===== config.mk =====
export PLATFORM = sky130hd
export DESIGN_NAME = polyphonic_voice_allocator
export DESIGN_NICKNAME = d
export VERILOG_FILES = /design/src/sv/pva_pkg.sv /design/src/sv/pva_voice_mem.sv /design/src/sv/polyphonic_voice_allocator.sv
export SDC_FILE = /design/constraint.sdc
export NUM_CORES = 1
export LEC_CHECK = 0
export BUFFER_PORTS_ARGS = -buffer_cell sky130_fd_sc_hd__buf_4
export CORE_MARGIN = 2
export CORE_UTILIZATION = 45
export DETAILED_ROUTE_END_ITERATION = 8
export SYNTH_ARGS = -nofsm -noshare
export SYNTH_HDL_FRONTEND = slang
export SYNTH_SLANG_ARGS = --single-unit

===== constraint.sdc =====
create_clock -name clk -period 8.71 [get_ports clk]
set_input_delay 0.4355 -clock clk [delete_from_list [all_inputs] [get_ports clk]]
set_output_delay 0.4355 -clock clk [all_outputs]
set_load 0.03 [all_outputs]

===== src/sv/pva_pkg.sv =====
// ----------------------------------------------------------------------------
// Voice allocator package
// Operation codes, field widths, states and the voice memory entry type.
// ----------------------------------------------------------------------------
`timescale 1ns / 1ps

package pva_pkg;

    localparam int OP_W    = 2;
    localparam int PITCH_W = 7;
    localparam int VEL_W   = 7;
    localparam int VOICE_W = 4;
    localparam int AGE_W   = 64;

    localparam logic [OP_W-1:0] OP_NOTE  = 2'd0;
    localparam logic [OP_W-1:0] OP_STOP  = 2'd1;
    localparam logic [OP_W-1:0] OP_CLEAR = 2'd2;
    localparam logic [OP_W-1:0] OP_NONE  = 2'd3;

    typedef enum logic [2:0] {
        ST_IDLE,
        ST_SCAN,
        ST_TAIL,
        ST_ACT,
        ST_STEAL
    } state_t;

    typedef struct packed {
        logic [PITCH_W-1:0] pitch;
        logic [AGE_W-1:0]   age;
    } entry_t;

endpackage


===== src/sv/pva_voice_mem.sv =====
// ----------------------------------------------------------------------------
// Voice memory
// One write port, one registered read port; holds pitch and age per voice.
// ----------------------------------------------------------------------------
`timescale 1ns / 1ps

module pva_voice_mem #(
    parameter int DEPTH  = 8,
    parameter int ADDR_W = 3
) (
    input  logic                 clk,
    input  logic                 we,
    input  logic [ADDR_W-1:0]    waddr,
    input  pva_pkg::entry_t      wdata,
    input  logic                 re,
    input  logic [ADDR_W-1:0]    raddr,
    output pva_pkg::entry_t      rdata
);

    pva_pkg::entry_t mem [DEPTH];

    always_ff @(posedge clk)
    begin
        if (we)
        begin
            mem[waddr] <= wdata;
        end
    end

    always_ff @(posedge clk)
    begin
        if (re)
        begin
            rdata <= mem[raddr];
        end
    end

endmodule


===== src/sv/polyphonic_voice_allocator.sv =====
// ----------------------------------------------------------------------------
// Polyphonic voice allocator
// Oldest-first voice allocation with optional stealing. Every note, stop or
// clear command scans the voice memory one entry per cycle; unused commands
// are ignored. A new command is accepted only while busy is low. Results are
// registered, appear in the cycle after they are found and cannot be
// stalled. Reset clears busy and age-valid flags and steal_enable;
// no clearing pass is needed.
// ----------------------------------------------------------------------------
`timescale 1ns / 1ps

module polyphonic_voice_allocator #(
    parameter int VOICES = 8
) (
    input  logic                        clk,
    input  logic                        rst_n,
    input  logic                        cfg_we,
    input  logic                        cfg_wdata,
    input  logic                        start,
    output logic                        busy,
    input  logic [pva_pkg::OP_W-1:0]    op,
    input  logic [pva_pkg::PITCH_W-1:0] pitch,
    input  logic [pva_pkg::VEL_W-1:0]   velocity,
    output logic                        strobe,
    output logic [pva_pkg::VOICE_W-1:0] voice,
    output logic [pva_pkg::PITCH_W-1:0] note_pitch,
    output logic [pva_pkg::VEL_W-1:0]   note_velocity,
    output logic                        last
);

    localparam int IDX_W = (VOICES > 1) ? $clog2(VOICES) : 1;

    pva_pkg::state_t state_reg, state_next;

    logic                        steal_reg;
    logic [VOICES-1:0]           busy_reg, busy_next;
    logic [VOICES-1:0]           written_reg, written_next;
    logic [pva_pkg::AGE_W-1:0]   cnt_reg, cnt_next;
    logic [IDX_W-1:0]            rd_idx_reg, rd_idx_next;
    logic                        pv_reg;
    logic [IDX_W-1:0]            pidx_reg;

    logic [pva_pkg::OP_W-1:0]    op_reg, op_next;
    logic [pva_pkg::PITCH_W-1:0] pitch_reg, pitch_next;
    logic [pva_pkg::VEL_W-1:0]   vel_reg, vel_next;

    logic                        have_free_reg, have_free_next;
    logic [IDX_W-1:0]            free_idx_reg, free_idx_next;
    logic [pva_pkg::AGE_W-1:0]   free_age_reg, free_age_next;
    logic                        have_old_reg, have_old_next;
    logic [IDX_W-1:0]            old_idx_reg, old_idx_next;
    logic [pva_pkg::AGE_W-1:0]   old_age_reg, old_age_next;
    logic [pva_pkg::PITCH_W-1:0] old_pitch_reg, old_pitch_next;

    logic                        strobe_reg, strobe_next;
    logic [pva_pkg::VOICE_W-1:0] voice_reg;
    logic [IDX_W-1:0]            emit_idx_next;
    logic [pva_pkg::PITCH_W-1:0] note_pitch_reg, note_pitch_next;
    logic [pva_pkg::VEL_W-1:0]   note_velocity_reg, note_velocity_next;
    logic                        last_reg, last_next;

    logic                        mem_we;
    logic [IDX_W-1:0]            mem_waddr;
    pva_pkg::entry_t             mem_wdata;
    logic                        mem_re;
    pva_pkg::entry_t             mem_rdata;

    logic                        accept;
    logic                        scan_last;
    logic [pva_pkg::AGE_W-1:0]   age_eff;
    logic                        cand_old;

    assign busy      = (state_reg != pva_pkg::ST_IDLE);
    assign accept    = start && !busy;
    assign scan_last = (rd_idx_reg == IDX_W'(VOICES - 1));
    assign age_eff   = written_reg[pidx_reg] ? mem_rdata.age : pva_pkg::AGE_W'(pidx_reg);
    assign cand_old  = busy_reg[pidx_reg] &&
                       ((vel_reg != '0) || (mem_rdata.pitch == pitch_reg));
    assign mem_re    = (state_reg == pva_pkg::ST_SCAN);

    pva_voice_mem #(
        .DEPTH  (VOICES),
        .ADDR_W (IDX_W)
    ) u_mem (
        .clk   (clk),
        .we    (mem_we),
        .waddr (mem_waddr),
        .wdata (mem_wdata),
        .re    (mem_re),
        .raddr (rd_idx_reg),
        .rdata (mem_rdata)
    );

    always_ff @(posedge clk or negedge rst_n)
    begin
        if (!rst_n)
        begin
            steal_reg <= 1'b0;
        end
        else if (cfg_we)
        begin
            steal_reg <= cfg_wdata;
        end
    end

    always_comb
    begin
        state_next = state_reg;
        unique case (state_reg)
            pva_pkg::ST_IDLE:
            begin
                if (accept && (op != pva_pkg::OP_NONE))
                begin
                    state_next = pva_pkg::ST_SCAN;
                end
            end
            pva_pkg::ST_SCAN:
            begin
                if (scan_last)
                begin
                    state_next = pva_pkg::ST_TAIL;
                end
            end
            pva_pkg::ST_TAIL:
            begin
                state_next = (op_reg == pva_pkg::OP_NOTE) ? pva_pkg::ST_ACT
                                                          : pva_pkg::ST_IDLE;
            end
            pva_pkg::ST_ACT:
            begin
                if ((vel_reg != '0) && !have_free_reg && have_old_reg && steal_reg)
                begin
                    state_next = pva_pkg::ST_STEAL;
                end
                else
                begin
                    state_next = pva_pkg::ST_IDLE;
                end
            end
            pva_pkg::ST_STEAL:
            begin
                state_next = pva_pkg::ST_IDLE;
            end
            default:
            begin
                state_next = pva_pkg::ST_IDLE;
            end
        endcase
    end

    always_comb
    begin
        busy_next          = busy_reg;
        written_next       = written_reg;
        cnt_next           = cnt_reg;
        rd_idx_next        = rd_idx_reg;
        op_next            = op_reg;
        pitch_next         = pitch_reg;
        vel_next           = vel_reg;
        have_free_next     = have_free_reg;
        free_idx_next      = free_idx_reg;
        free_age_next      = free_age_reg;
        have_old_next      = have_old_reg;
        old_idx_next       = old_idx_reg;
        old_age_next       = old_age_reg;
        old_pitch_next     = old_pitch_reg;
        strobe_next        = 1'b0;
        emit_idx_next      = pidx_reg;
        note_pitch_next    = mem_rdata.pitch;
        note_velocity_next = '0;
        last_next          = 1'b0;
        mem_we             = 1'b0;
        mem_waddr          = pidx_reg;
        mem_wdata          = '{pitch: mem_rdata.pitch, age: cnt_reg};

        unique case (state_reg)
            pva_pkg::ST_IDLE:
            begin
                rd_idx_next = '0;
                if (accept)
                begin
                    op_next        = op;
                    pitch_next     = pitch;
                    vel_next       = velocity;
                    have_free_next = 1'b0;
                    have_old_next  = 1'b0;
                end
            end
            pva_pkg::ST_SCAN, pva_pkg::ST_TAIL:
            begin
                rd_idx_next = rd_idx_reg + 1'b1;
                if (pv_reg)
                begin
                    case (op_reg) inside
                        pva_pkg::OP_NOTE:
                        begin
                            if (!busy_reg[pidx_reg] &&
                                (!have_free_reg || (age_eff < free_age_reg)))
                            begin
                                have_free_next = 1'b1;
                                free_idx_next  = pidx_reg;
                                free_age_next  = age_eff;
                            end
                            if (cand_old && (!have_old_reg || (age_eff < old_age_reg)))
                            begin
                                have_old_next  = 1'b1;
                                old_idx_next   = pidx_reg;
                                old_age_next   = age_eff;
                                old_pitch_next = mem_rdata.pitch;
                            end
                        end
                        pva_pkg::OP_STOP, pva_pkg::OP_CLEAR:
                        begin
                            // release this voice and restamp it
                            mem_we                 = 1'b1;
                            busy_next[pidx_reg]    = 1'b0;
                            written_next[pidx_reg] = 1'b1;
                            cnt_next               = cnt_reg + 1'b1;
                            if ((op_reg == pva_pkg::OP_STOP) && busy_reg[pidx_reg])
                            begin
                                strobe_next = 1'b1;
                                last_next   = ((busy_reg & ~(VOICES'(1) << pidx_reg)) == '0);
                            end
                        end
                        default:
                        begin
                        end
                    endcase
                end
            end
            pva_pkg::ST_ACT:
            begin
                if (vel_reg != '0)
                begin
                    if (have_free_reg)
                    begin
                        mem_we                     = 1'b1;
                        mem_waddr                  = free_idx_reg;
                        mem_wdata                  = '{pitch: pitch_reg, age: cnt_reg};
                        busy_next[free_idx_reg]    = 1'b1;
                        written_next[free_idx_reg] = 1'b1;
                        cnt_next                   = cnt_reg + 1'b1;
                        strobe_next                = 1'b1;
                        emit_idx_next              = free_idx_reg;
                        note_pitch_next            = pitch_reg;
                        note_velocity_next         = vel_reg;
                        last_next                  = 1'b1;
                    end
                    else if (have_old_reg && steal_reg)
                    begin
                        // release stamp only; the entry is rewritten next cycle
                        cnt_next        = cnt_reg + 1'b1;
                        strobe_next     = 1'b1;
                        emit_idx_next   = old_idx_reg;
                        note_pitch_next = old_pitch_reg;
                    end
                end
                else if (have_old_reg)
                begin
                    mem_we                    = 1'b1;
                    mem_waddr                 = old_idx_reg;
                    mem_wdata                 = '{pitch: old_pitch_reg, age: cnt_reg};
                    busy_next[old_idx_reg]    = 1'b0;
                    written_next[old_idx_reg] = 1'b1;
                    cnt_next                  = cnt_reg + 1'b1;
                    strobe_next               = 1'b1;
                    emit_idx_next             = old_idx_reg;
                    note_pitch_next           = old_pitch_reg;
                    last_next                 = 1'b1;
                end
            end
            pva_pkg::ST_STEAL:
            begin
                mem_we                    = 1'b1;
                mem_waddr                 = old_idx_reg;
                mem_wdata                 = '{pitch: pitch_reg, age: cnt_reg};
                busy_next[old_idx_reg]    = 1'b1;
                written_next[old_idx_reg] = 1'b1;
                cnt_next                  = cnt_reg + 1'b1;
                strobe_next               = 1'b1;
                emit_idx_next             = old_idx_reg;
                note_pitch_next           = pitch_reg;
                note_velocity_next        = vel_reg;
                last_next                 = 1'b1;
            end
            default:
            begin
            end
        endcase
    end

    always_ff @(posedge clk or negedge rst_n)
    begin
        if (!rst_n)
        begin
            state_reg   <= pva_pkg::ST_IDLE;
            busy_reg    <= '0;
            written_reg <= '0;
            cnt_reg     <= pva_pkg::AGE_W'(VOICES);
            rd_idx_reg  <= '0;
            pv_reg      <= 1'b0;
            strobe_reg  <= 1'b0;
        end
        else
        begin
            state_reg   <= state_next;
            busy_reg    <= busy_next;
            written_reg <= written_next;
            cnt_reg     <= cnt_next;
            rd_idx_reg  <= rd_idx_next;
            pv_reg      <= (state_reg == pva_pkg::ST_SCAN);
            strobe_reg  <= strobe_next;
        end
    end

    always_ff @(posedge clk)
    begin
        pidx_reg          <= rd_idx_reg;
        op_reg            <= op_next;
        pitch_reg         <= pitch_next;
        vel_reg           <= vel_next;
        have_free_reg     <= have_free_next;
        free_idx_reg      <= free_idx_next;
        free_age_reg      <= free_age_next;
        have_old_reg      <= have_old_next;
        old_idx_reg       <= old_idx_next;
        old_age_reg       <= old_age_next;
        old_pitch_reg     <= old_pitch_next;
        voice_reg         <= pva_pkg::VOICE_W'({1'b0, emit_idx_next} + 1'b1);
        note_pitch_reg    <= note_pitch_next;
        note_velocity_reg <= note_velocity_next;
        last_reg          <= last_next;
    end

    assign strobe        = strobe_reg;
    assign voice         = voice_reg;
    assign note_pitch    = note_pitch_reg;
    assign note_velocity = note_velocity_reg;
    assign last          = strobe_reg & last_reg;

endmodule


==> Yosys cells after proc, flatten, opt, wreduce, memory -nomap -nowiden <==
Memories as Yosys holds them, arrays and structs flattened. A register that Yosys moved wholly into a read port is not among the register bits.
Cells that the tools add are included.
{ "word_totals": {"ff_bits": 270, "latchBits": 0, "ramBits": 568, "mem_bits_ro": 0, "input_bits": 21, "output_inout_bits": 21, "word_cells": 196, "n_memories": 1} }
{ "classes": {"addsub": 3, "n_mul": 0, "div": 0, "magnitude_cmp": 8, "n_eq_ne": 21, "shifts": 1, "n_mux": 90, "bitwise": 12, "n_reduce_logical": 37} }
{ "memory_table": {"columns": ["name", "depth", "width", "rd", "rd_ports_with_merged_regs", "wr", "line", "source"], "rows": [
  ["u_mem.mem", 8, 71, 1, 1, 1, "pva_voice_mem.sv:20", "pva_pkg::entry_t mem [DEPTH];"]
]} }
{ "op_table": {"columns": ["op", "count"], "rows": [
  ["64-bit 2-to-1 mux", 8],
  ["71-bit 2-to-1 mux", 3],
  ["64-bit case mux with 3 select lines", 1],
  ["71-bit case mux with 2 select lines", 1],
  ["64-bit less-than comparator", 2],
  ["8-bit 2-to-1 mux", 12],
  ["64-bit by 1-bit adder with 64-bit output, second input constant", 1],
  ["8-bit case mux with 3 select lines", 2],
  ["7-bit 2-to-1 mux", 6],
  ["8-bit bitwise OR", 5],
  ["1-bit 2-to-1 mux", 31],
  ["7-bit case mux with 2 select lines", 2],
  ["3-bit 2-to-1 mux", 9],
  ["8-bit AND", 3],
  ["8-bit NOT", 3],
  ["2-bit != test, second input constant", 9],
  ["3-bit case mux with 2 select lines", 3],
  ["1-bit logical AND", 13],
  ["3-bit by 4-bit less-than comparator with 1-bit output, second input constant", 3],
  ["3-bit case mux with 4 select lines", 1],
  ["6-bit AND reduction", 2],
  ["5-bit AND reduction", 2],
  ["1-bit demux with 3-bit select", 3],
  ["3-bit by 1-bit >= comparator with 1-bit output, second input constant", 3],
  ["28 further kinds", 44]
]} }

==> Logic depth before layout (Yosys ltp) <==
Gate-level depths: netlist of run 1.
{ "depth": {"word_depth": 10, "mapped_depth": 15, "ltp_nobuf": 12} }

==> Hierarchy <==
From an unflattened synthesis of run 1, not the netlist that was laid out.
{ "hier_totals": {"cells_unflattened": 2258, "area_unflattened_um2": 38147.8} }
{ "by_module_without_submodules": {"columns": ["mod", "instances", "cells_per_inst", "area_per_inst_um2", "seq_area_each_um2"], "rows": [
  ["pva_voice_mem", 1, 905, 23481.3, 19188.4],
  ["polyphonic_voice_allocator", 1, 1353, 14666.6, 7443.4]
]} }

==> Worst setup path after synthesis of run 1 <==
OpenSTA, ideal clock, no wires.
{ "synth_timing": {"kind": "flip-flop to flip-flop", "start": "register pidx_reg[0]", "end": "register free_age_reg[0] (netlist bit), enable pin", "setup_ps": 492, "t_arrival_ps": 5744, "required_ps": 8218, "path_slack_ps": 2473, "path_stages_with_launch": 14, "n_path_buf": 2, "synth_period_minus_slack_ps": 6237, "cell_sequence": "dfxtp_1 > mux4_2 > nand2b_1 > nor2b_1 > clkbuf_1 > clkbuf_1 > and2_1 > ha_1 > a21o_1 > a211oi_1 > o21ai_0 > a2111oi_0 > a21oi_1 > nor2_1"} }
{ "synth_via": {"elab_chain_len": 7, "elab_cells_between_ends": 10, "cone_classes": "order compare: 1; mux: 5; reduce/logical: 4"} }
{ "synth_rtl": {"columns": ["element", "line", "source"], "rows": [
  ["from (decl)", "polyphonic_voice_allocator.sv:41", "logic [IDX_W-1:0] pidx_reg;"],
  ["from (signal assigned)", "polyphonic_voice_allocator.sv:318", "pidx_reg <= rd_idx_reg;"],
  ["1-bit binary-select mux with 3-bit select", "polyphonic_voice_allocator.sv:76", "assign age_eff = written_reg[pidx_reg] ? mem_rdata.age : pva_pkg::AGE_W'(pidx_reg);"],
  ["1-bit 2-to-1 mux (implied by the code)", "polyphonic_voice_allocator.sv:76", null],
  ["64-bit 2-to-1 mux", "polyphonic_voice_allocator.sv:76", null],
  ["named net age_eff (one bit)", "polyphonic_voice_allocator.sv:70", "logic [pva_pkg::AGE_W-1:0] age_eff;"],
  ["64-bit less-than comparator", "polyphonic_voice_allocator.sv:198", "(!have_free_reg || (age_eff < free_age_reg)))"],
  ["1-bit logical OR", "polyphonic_voice_allocator.sv:198", null],
  ["1-bit logical AND", "polyphonic_voice_allocator.sv:197", "if (!busy_reg[pidx_reg] &&"],
  ["4-bit AND reduction (no line)", null, null],
  ["to (signal assigned)", "polyphonic_voice_allocator.sv:324", "free_age_reg <= free_age_next;"],
  ["to (decl)", "polyphonic_voice_allocator.sv:49", "logic [pva_pkg::AGE_W-1:0] free_age_reg, free_age_next;"]
]} }
The timed path passes the listed nets, and every way through them passes these cells. The select of a mux whose other input is x is not followed.
A chain may end at the register's enable or synchronous reset.

==> Worst setup path in the final report of run 1 <==
{ "layout_timing": {"start": "register pidx_reg[1]", "end": "register free_age_reg[31] (netlist bit), enable pin"} }
Same word-level chain as after synthesis.

==> flow_metrics.py, run 1 <==
metrics = {
    "status": {
        "outcome": "completed",
    },
    "die": {
        "die_area_sq_um": 87030,
        "io-pin-count": 42,
        "design.core.area_sq_um": 83690,
        "die_h_um": 295.0,
        "fp.dieW_um": 295.0,
        "effective_utilization_at_floorplan": 0.4554,
        "cell_row_count": 106,
    },
    "clock_network": {
        "cts_buffer_count": 94,
        "cts_setup_buffers": 0,
        "clock-root-buffer": "clkbuf_16",
        "clockBufferDepth": 3,
        "numClockSinks": 909,
        "clock_tree_from_tritoncts": "yes",
        "hold_bufs_at_cts": 19,
        "postCtsResizedCells": 0,
        "clock_latency_ns": 0.65,
        "clkSlewWorstSetupHoldPaths_ns": 0.06,
        "h-tree-depth": 3,
    },
    "timing": {
        "final-setup-viol-count": 0,
        "slew_viol_final": 0,
        "period_minus_slack_ns": 5.233,
        "period_share": 0.6008,
        "setup_total_negative_slack_ns": 0,
        "final.hold.worst_slack_ns": 0.2705,
        "achievable-frequency_mhz": 191.1,
        "hold_violation_total_from_the_final_report": 0,
        "rsz_0062_raised_after_global_routing": "false",
        "worstMarginPinSlew_ns": 1.170,
        "relSlewSlack": 0.2203,
        "final.setup_skew_ns": 0.03138,
    },
    "power": {
        "leakagePower_nw": 16.10,
        "max-vdd-ir-drop_mv": 0.1691,
        "power.density_nw_per_um2": 321.4,
    },
    "logic_synthesis": {
        "synth-seq-cells": 909,
        "synth-seq-area-share": 0.6988,
        "synthFlopType": "edfxtp_1",
        "syn_area_sq_um": 38110,
        "yosysWarnings": 0,
        "synth.distinct_cells": 73,
        "post_synth.cell_area_avg_sq_um": 16.69,
        "synth_cells": 2283,
        "post_synth_edffs": 798,
        "postSynthNetCount": 2436,
        "async_reset_ff_frac": 0.09791,
    },
    "drt": {
        "remaining_drc_errors": 0,
        "via_per_inst": 5.608,
        "average_routed_wire_per_standard_cell_um": 22.90,
        "vias": 20190,
        "detailedRoute.firstPassIterationCount": 8,
        "detail-route-antenna-nets": 0,
        "initialDrtViolationCount": 1606,
        "postRouteWirelength_um": 82430,
    },
    "finish": {
        "layout-drive-gt1-share": 0.1930,
        "nNetsFinal": 2537,
        "largest_register": "u_mem.mem",
        "seqCellArea_sq_um": 26640,
        "largest_register_ff_count": 568,
        "utilization": 0.5161,
        "largestRegisters": "u_mem.mem x568, u_mem.rdata x71",
        "finished_layout_cells": 3600,
        "filler_cell_count": 6783,
        "synthToLayoutAreaGrowth_pct": 13.34,
        "final_cell_area_sq_um": 43190,
        "insertedDiodeCount": 0,
        "area_of_combinational_cells_with_multiple_inputs_sq_um": 10680,
    },
    "critical_path": {
        "cp.required_ns": 8.97,
        "timing.critical_path.cells": "mux4_2, nand2b_1, nor2b_4, buf_4, and2_1, ha_1, a21oi_1, a21boi_0, o31a_1, o41ai_1, a311oi_1, nor2_4, buf_4",
        "cp_max_delay_cell": "dfxtp_1",
        "critical_path_class": "flip-flop to flip-flop",
        "cp.depth": 13,
        "worst-r2r-cell-count": 13,
        "slowest_delay_ns": 0.77,
        "timing.critical_path.max_delay_family": "simple AND/OR/NAND/NOR gates",
        "crit_buf_inv": 2,
        "worst-path-max-fanout": 63,
        "cp_data_arrival_time_ns": 5.49,
        "critical_path.endpoint_type": "flip-flop",
        "cp_common_cell": "buf_4",
        "startpoint_type": "flip-flop",
    },
    "worst_hold_path": {
        "holdCritPathClass": "input port to flip-flop",
        "hold_depth": 5,
    },
    "grt": {
        "first_pass_grt_wire_length_um": 126400,
        "antenna_found_initial": 0,
        "gr-usage-all-layers": 0.1934,
        "grt-busiest-layer": "met2",
        "grt.met2_usage": 0.3124,
        "grtUsageMet1": 0.2746,
        "maximum_number_of_pins_on_one_net_before_global_route_repair": 75,
        "grt.met3_usage": 0.03090,
        "globalRoute.totalOverflow": 0,
        "first_global_vias": 20713,
    },
    "placement": {
        "gpl.final_weighted_congestion": 0.8231,
        "dp_hpwl_um": 47980,
        "placedInstanceArea_sq_um": 39900,
        "port_buffers": 41,
        "place_inst": 3403,
    },
    "run": {
        "drv.max_cap_violation_count": 0,
    },
}
report_power, final:
part	internal, mW	leakage (nW)	switching, mW	total [mW]
clock network	2.34	1.52	1.65	3.99
logic	1.59	5.17	2.19	3.78
registers	5.69	9.40	0.423	6.12
total	9.62	16.1	4.26	13.9
final timing paths:
kind | end | startpoint | slack [ns]
setup reg to reg | free_age_reg[31] | pidx_reg[1] | 3.48
setup / recovery | free_age_reg[31] | pidx_reg[1] | 3.48
min in group asynchronous | busy_reg[6] | rst_n | 0.42
hold / removal | state_reg[0] | start | 0.27
max in group asynchronous | rd_idx_reg[0] | rst_n | 7.05
hold reg to reg | written_reg[1] | written_reg[1] | 0.50
stage by stage:
step | total power, mW | setup WS (ns)
detailed placement | 10.02 | 3.378
global route | 14.66 | 2.997
floorplan | 8.799 | 2.473
finish | 13.88 | 3.477
global placement | 9.951 | 3.419
CTS | 14.05 | 3.353
worst min-delay path, stage by stage:
cell and delay, ns:
buf_4 0.12, nand3_1 0.07, a21oi_1 0.06, a21oi_1 0.11, nor2_1 0.05
synthesized netlist by cell type (5+ instances only):
cell type,number,share of area
clkbuf_1,61,0.0060
o22a_1,7,0.0016
a221o_1,6,0.0016
a22oi_1,7,0.0014
inv_1,145,0.014
nand3_1,57,0.0075
edfxtp_1,798,0.63
nand2_1,83,0.0082
mux4_2,146,0.086
xnor2_1,48,0.011
o21ai_0,55,0.0072
dfxtp_1,22,0.012
a211oi_1,13,0.0026
o21a_1,7,0.0014
a21oi_1,64,0.0084
a21o_1,9,0.0018
buf_1,20,0.0020
a31oi_1,11,0.0018
nor2_1,83,0.0082
mux2i_1,18,0.0047
xor2_1,23,0.0053
and4_1,7,0.0016
or3_1,6,0.00099
o22ai_1,8,0.0013
and3_1,20,0.0033
buf_2,7,0.00092
nor2b_1,10,0.0016
o311ai_0,9,0.0021
nand2b_1,12,0.0020
nand4_1,51,0.0084
and2_1,63,0.010
o31ai_1,5,0.00099
mux2_2,73,0.022
nor4_1,12,0.0020
nor3_1,31,0.0041
ha_1,132,0.043
dfrtp_1,88,0.058
final cells by class:
cell class | count | share of cell area
clock buffers | 130 | 0.06017
well taps | 1134 | 0.03285
multi-input cells | 1140 | 0.2473
repair buffers | 94 | 0.01860
inverters | 145 | 0.01260
flip-flops and latches | 909 | 0.6168
clock inverters | 48 | 0.01162
logic make-up after synthesis:
group | after synthesis | synth area share
compound gates | 242 | 0.04166
xor+xnor | 71 | 0.01632
fa+ha+maj | 132 | 0.04334
buf+inv | 234 | 0.02338
flops | 909 | 0.6988
mux | 237 | 0.1126
simple gates | 458 | 0.06389
cells in the final DEF, fill, tap and decap left out, types with 51 or more instances in the layout:
cell type,n
and2_1,63
edfxtp_1,798
inv_1,145
nand2_1,83
a21oi_1,64
dfrtp_1,85
nand3_1,57
nor2_1,74
nand4_1,51
buf_4,71
mux4_2,146
o21ai_0,55
ha_1,132
mux2_2,73
clkbuf_16,95
per-layer routing:
metal,part of all wire,up-vias
li1,-,9124
met1,0.45,10436
met2,0.48,528
met3,0.057,102
met4,0.018,0
met5,0,-
No activity file was read; power rests on OpenSTA's default activity.
==> run 2: changes to the inputs <==
ABC_AREA = 1   (was unset)
clock period = 4.85 ns   (was 8.71 ns; I/O delays follow)
==> flow_metrics.py, run 2 <==
metrics = {
    "clock_network": {
        "numClockSinks": 909,
        "clockBufferDepth": 3,
        "clock_latency_ns": 0.67,
        "cts_buffer_count": 96,
        "clock_tree_from_tritoncts": "yes",
        "h-tree-depth": 3,
        "clock-root-buffer": "clkbuf_16",
        "clkSlewWorstSetupHoldPaths_ns": 0.07,
    },
    "placement": {
        "dp_slack_ns": 0.1190,
        "dp_hpwl_um": 57020,
        "port_buffers": 41,
        "placedInstanceArea_sq_um": 41450,
        "gpl.final_weighted_congestion": 0.8796,
        "place_inst": 4570,
    },
    "die": {
        "io-pin-count": 42,
        "effective_utilization_at_floorplan": 0.4542,
        "design.core.area_sq_um": 86750,
        "die_area_sq_um": 89950,
        "die_h_um": 299.9,
        "cell_row_count": 108,
        "fp.dieW_um": 299.9,
    },
    "drt": {
        "via_per_inst": 5.367,
        "postRouteWirelength_um": 93550,
        "initialDrtViolationCount": 2192,
        "detailedRoute.firstPassIterationCount": 5,
        "remaining_drc_errors": 0,
        "average_routed_wire_per_standard_cell_um": 19.60,
        "vias": 25621,
        "detail-route-antenna-nets": 0,
    },
    "logic_synthesis": {
        "synth-seq-cells": 909,
        "yosysTopAreaCellShare": 0.6081,
        "synth-seq-area-share": 0.6759,
        "synth.largest_area_cell": "edfxtp_1",
        "synth-adder-area-share": 0.04191,
        "synth-compound-area-share": 0.09634,
        "synth.distinct_cells": 57,
        "yosysWarnings": 0,
        "synth.mux.area_fraction": 0.0008573,
        "largest_family_of_logic_cells_by_synthesized_area": "simple AND/OR/NAND/NOR gates",
        "post_synth.cell_area_avg_sq_um": 11.43,
        "yosys.area_share.simple": 0.1227,
        "synth_xor_area_frac": 0.01489,
        "commonest_cells_post_synth": "798 x edfxtp_1, 694 x nor2_1, 377 x o21ai_0",
        "synth_cells": 3446,
        "post_synth_edffs": 798,
        "synth_area_leaders": "edfxtp_1 61%, nor2_1 6.6%, dfrtp_1 5.6%, o21ai_0 4.8%, ha_1 4.2%",
        "yosysMostFrequentCell": "edfxtp_1",
        "async_reset_ff_frac": 0.09791,
        "synthFlopType": "edfxtp_1",
        "postSynthNetCount": 3599,
        "syn_area_sq_um": 39400,
    },
    "grt": {
        "globalRoute.totalOverflow": 0,
        "first_global_vias": 24107,
        "first_pass_grt_wire_length_um": 144200,
        "antenna_found_initial": 6,
        "maximum_number_of_pins_on_one_net_before_global_route_repair": 145,
        "gr-usage-all-layers": 0.2073,
    },
    "finish": {
        "final_cell_area_sq_um": 44710,
        "largestRegisters": "u_mem.mem x568, u_mem.rdata x71",
        "finished_layout_cells": 4774,
        "largest_register_ff_count": 568,
        "final_common_cell": "edfxtp_1",
        "synthToLayoutAreaGrowth_pct": 13.48,
        "utilization": 0.5154,
        "area_of_combinational_cells_with_multiple_inputs_sq_um": 10990,
        "nNetsFinal": 3688,
        "final_cell_mix": "798 x edfxtp_1, 684 x nor2_1, 377 x o21ai_0, 349 x inv_1, 276 x nand2_1",
        "largest_register": "u_mem.mem",
        "filler_cell_count": 7568,
        "seqCellArea_sq_um": 26640,
        "layout-drive-gt1-share": 0.08432,
    },
    "timing": {
        "final.hold.worst_slack_ns": 0.1985,
        "achievable-frequency_mhz": 225.3,
        "period_share": 0.9152,
        "final-setup-viol-count": 0,
        "worst_case_setup_margin_in_the_final_layout_ns": 0.4114,
        "final.setup_skew_ns": 0.03682,
        "relSlewSlack": 0.3360,
        "worstMarginPinSlew_ns": 0.9949,
        "slew_viol_final": 0,
        "hold_violation_total_from_the_final_report": 0,
        "period_minus_slack_ns": 4.439,
        "setup_total_negative_slack_ns": 0,
    },
    "critical_path": {
        "worst-path-max-fanout": 37,
        "cp_data_arrival_time_ns": 4.72,
        "reg2reg_from": "pidx_reg[0]",
        "worst-r2r-cell-count": 23,
        "critical_path.reg2reg.endpoint": "old_age_reg[6]",
        "startpoint_type": "flip-flop",
        "critical_path_class": "flip-flop to flip-flop",
        "flop_to_flop_setup_slack_ns": 0.41,
        "critical_path.endpoint_type": "flip-flop",
        "cp.required_ns": 5.13,
    },
    "worst_hold_path": {
        "holdCritPathClass": "input port to flip-flop",
        "hold_depth": 4,
        "startpoint_of_the_lowest_slack_hold_path": "start",
        "endpoint_worst_hold": "op_reg[0]",
    },
    "power": {
        "leakagePower_nw": 16.26,
        "power.density_nw_per_um2": 593.7,
        "power_mw": 26.55,
        "max-vdd-ir-drop_mv": 0.3831,
    },
    "run": {
        "drv.max_cap_violation_count": 0,
    },
    "status": {
        "outcome": "completed",
    },
}
run 2: cell types whose count changed in the layout (fill, tap and decap cells not counted), moves of 35 or more:
cell     change
inv_1      +204
nand2_1    +193
o21ai_0    +322
mux2_2      -70
o22ai_1     +67
xnor2_1     -35
and2_1      -63
mux4_2     -146
a31oi_1     +72
nor2_1     +610
nor3_1      +37
run 2: critical path: stages, from the launching register on:
cell       delay, ns
dfxtp_1         0.45
inv_1           0.16
nand2_1         0.09
nand2_1         0.05
nand2_1         0.06
nand2_1         0.05
nand2_1         0.07
nand2_1         0.11
inv_2           0.09
buf_12          0.21
buf_4           0.24
nor2_1          0.11
ha_1            0.30
nand2_1         0.10
nor2_1          0.05
a211oi_1        0.19
o221ai_1        0.17
nand2_1         0.10
o2111ai_1       0.15
a21oi_1         0.16
nand2_1         0.07
nand2_1         0.05
nand2_1         0.14
nor2_2          0.83
run 2: layout make-up:
type / count / area share
Sequential cell: 909 / 0.5958
Multi-Input combinational cell: 2040 / 0.2458
Clock buffer: 126 / 0.05834
Tap cell: 1155 / 0.03232
Inverter: 360 / 0.03053
Timing Repair Buffer: 128 / 0.02759
Clock inverter: 54 / 0.009570
Antenna cell: 2 / 0.0001119
run 2: cell families after synthesis:
kind of cell,Yosys count
flops,909
xor+xnor,67
fa+ha+maj,132
simple gates,1163
compound gates,674
mux,3
buf+inv,498
run 2: per-layer routing:
metal  wire [um]  share of wire  track usage
met1       43570           0.47       0.3064
met2       42110           0.45       0.3190
met3        5813          0.062      0.03454
met4        2046          0.022      0.05488
met5          11        0.00012            0
run 2: worst max path at each step:
stage	start	to	cells past startpoint
final	pidx_reg[0]	old_age_reg[6]	23
after global routing	pidx_reg[0]	old_age_reg[50]	23
after CTS	pidx_reg[0]	old_age_reg[32]	24
after detailed placement	pidx_reg[0]	old_age_reg[26]	24
after global placement	pidx_reg[0]	old_age_reg[29]	24
after floorplan	state_reg[0]	u_mem.mem[0][0]	13
run 2: where the power goes:
group	leakage, nW	internal (mW)	switching (mW)
Combinational	6.51	2.59	6.00
Sequential	8.25	10.3	0.606
Clock	1.49	3.98	3.06
run 2: what timing repair did:
| action | in CTS | in global routing |
|---|---|---|
| resized for setup | 0 | 1 |
| endpoints found under the hold margin | 72 | 0 |
| setup endpoints to repair | 0 | 41 |
| setup buffers | 0 | 2 |
| hold buffers | 19 | 0 |
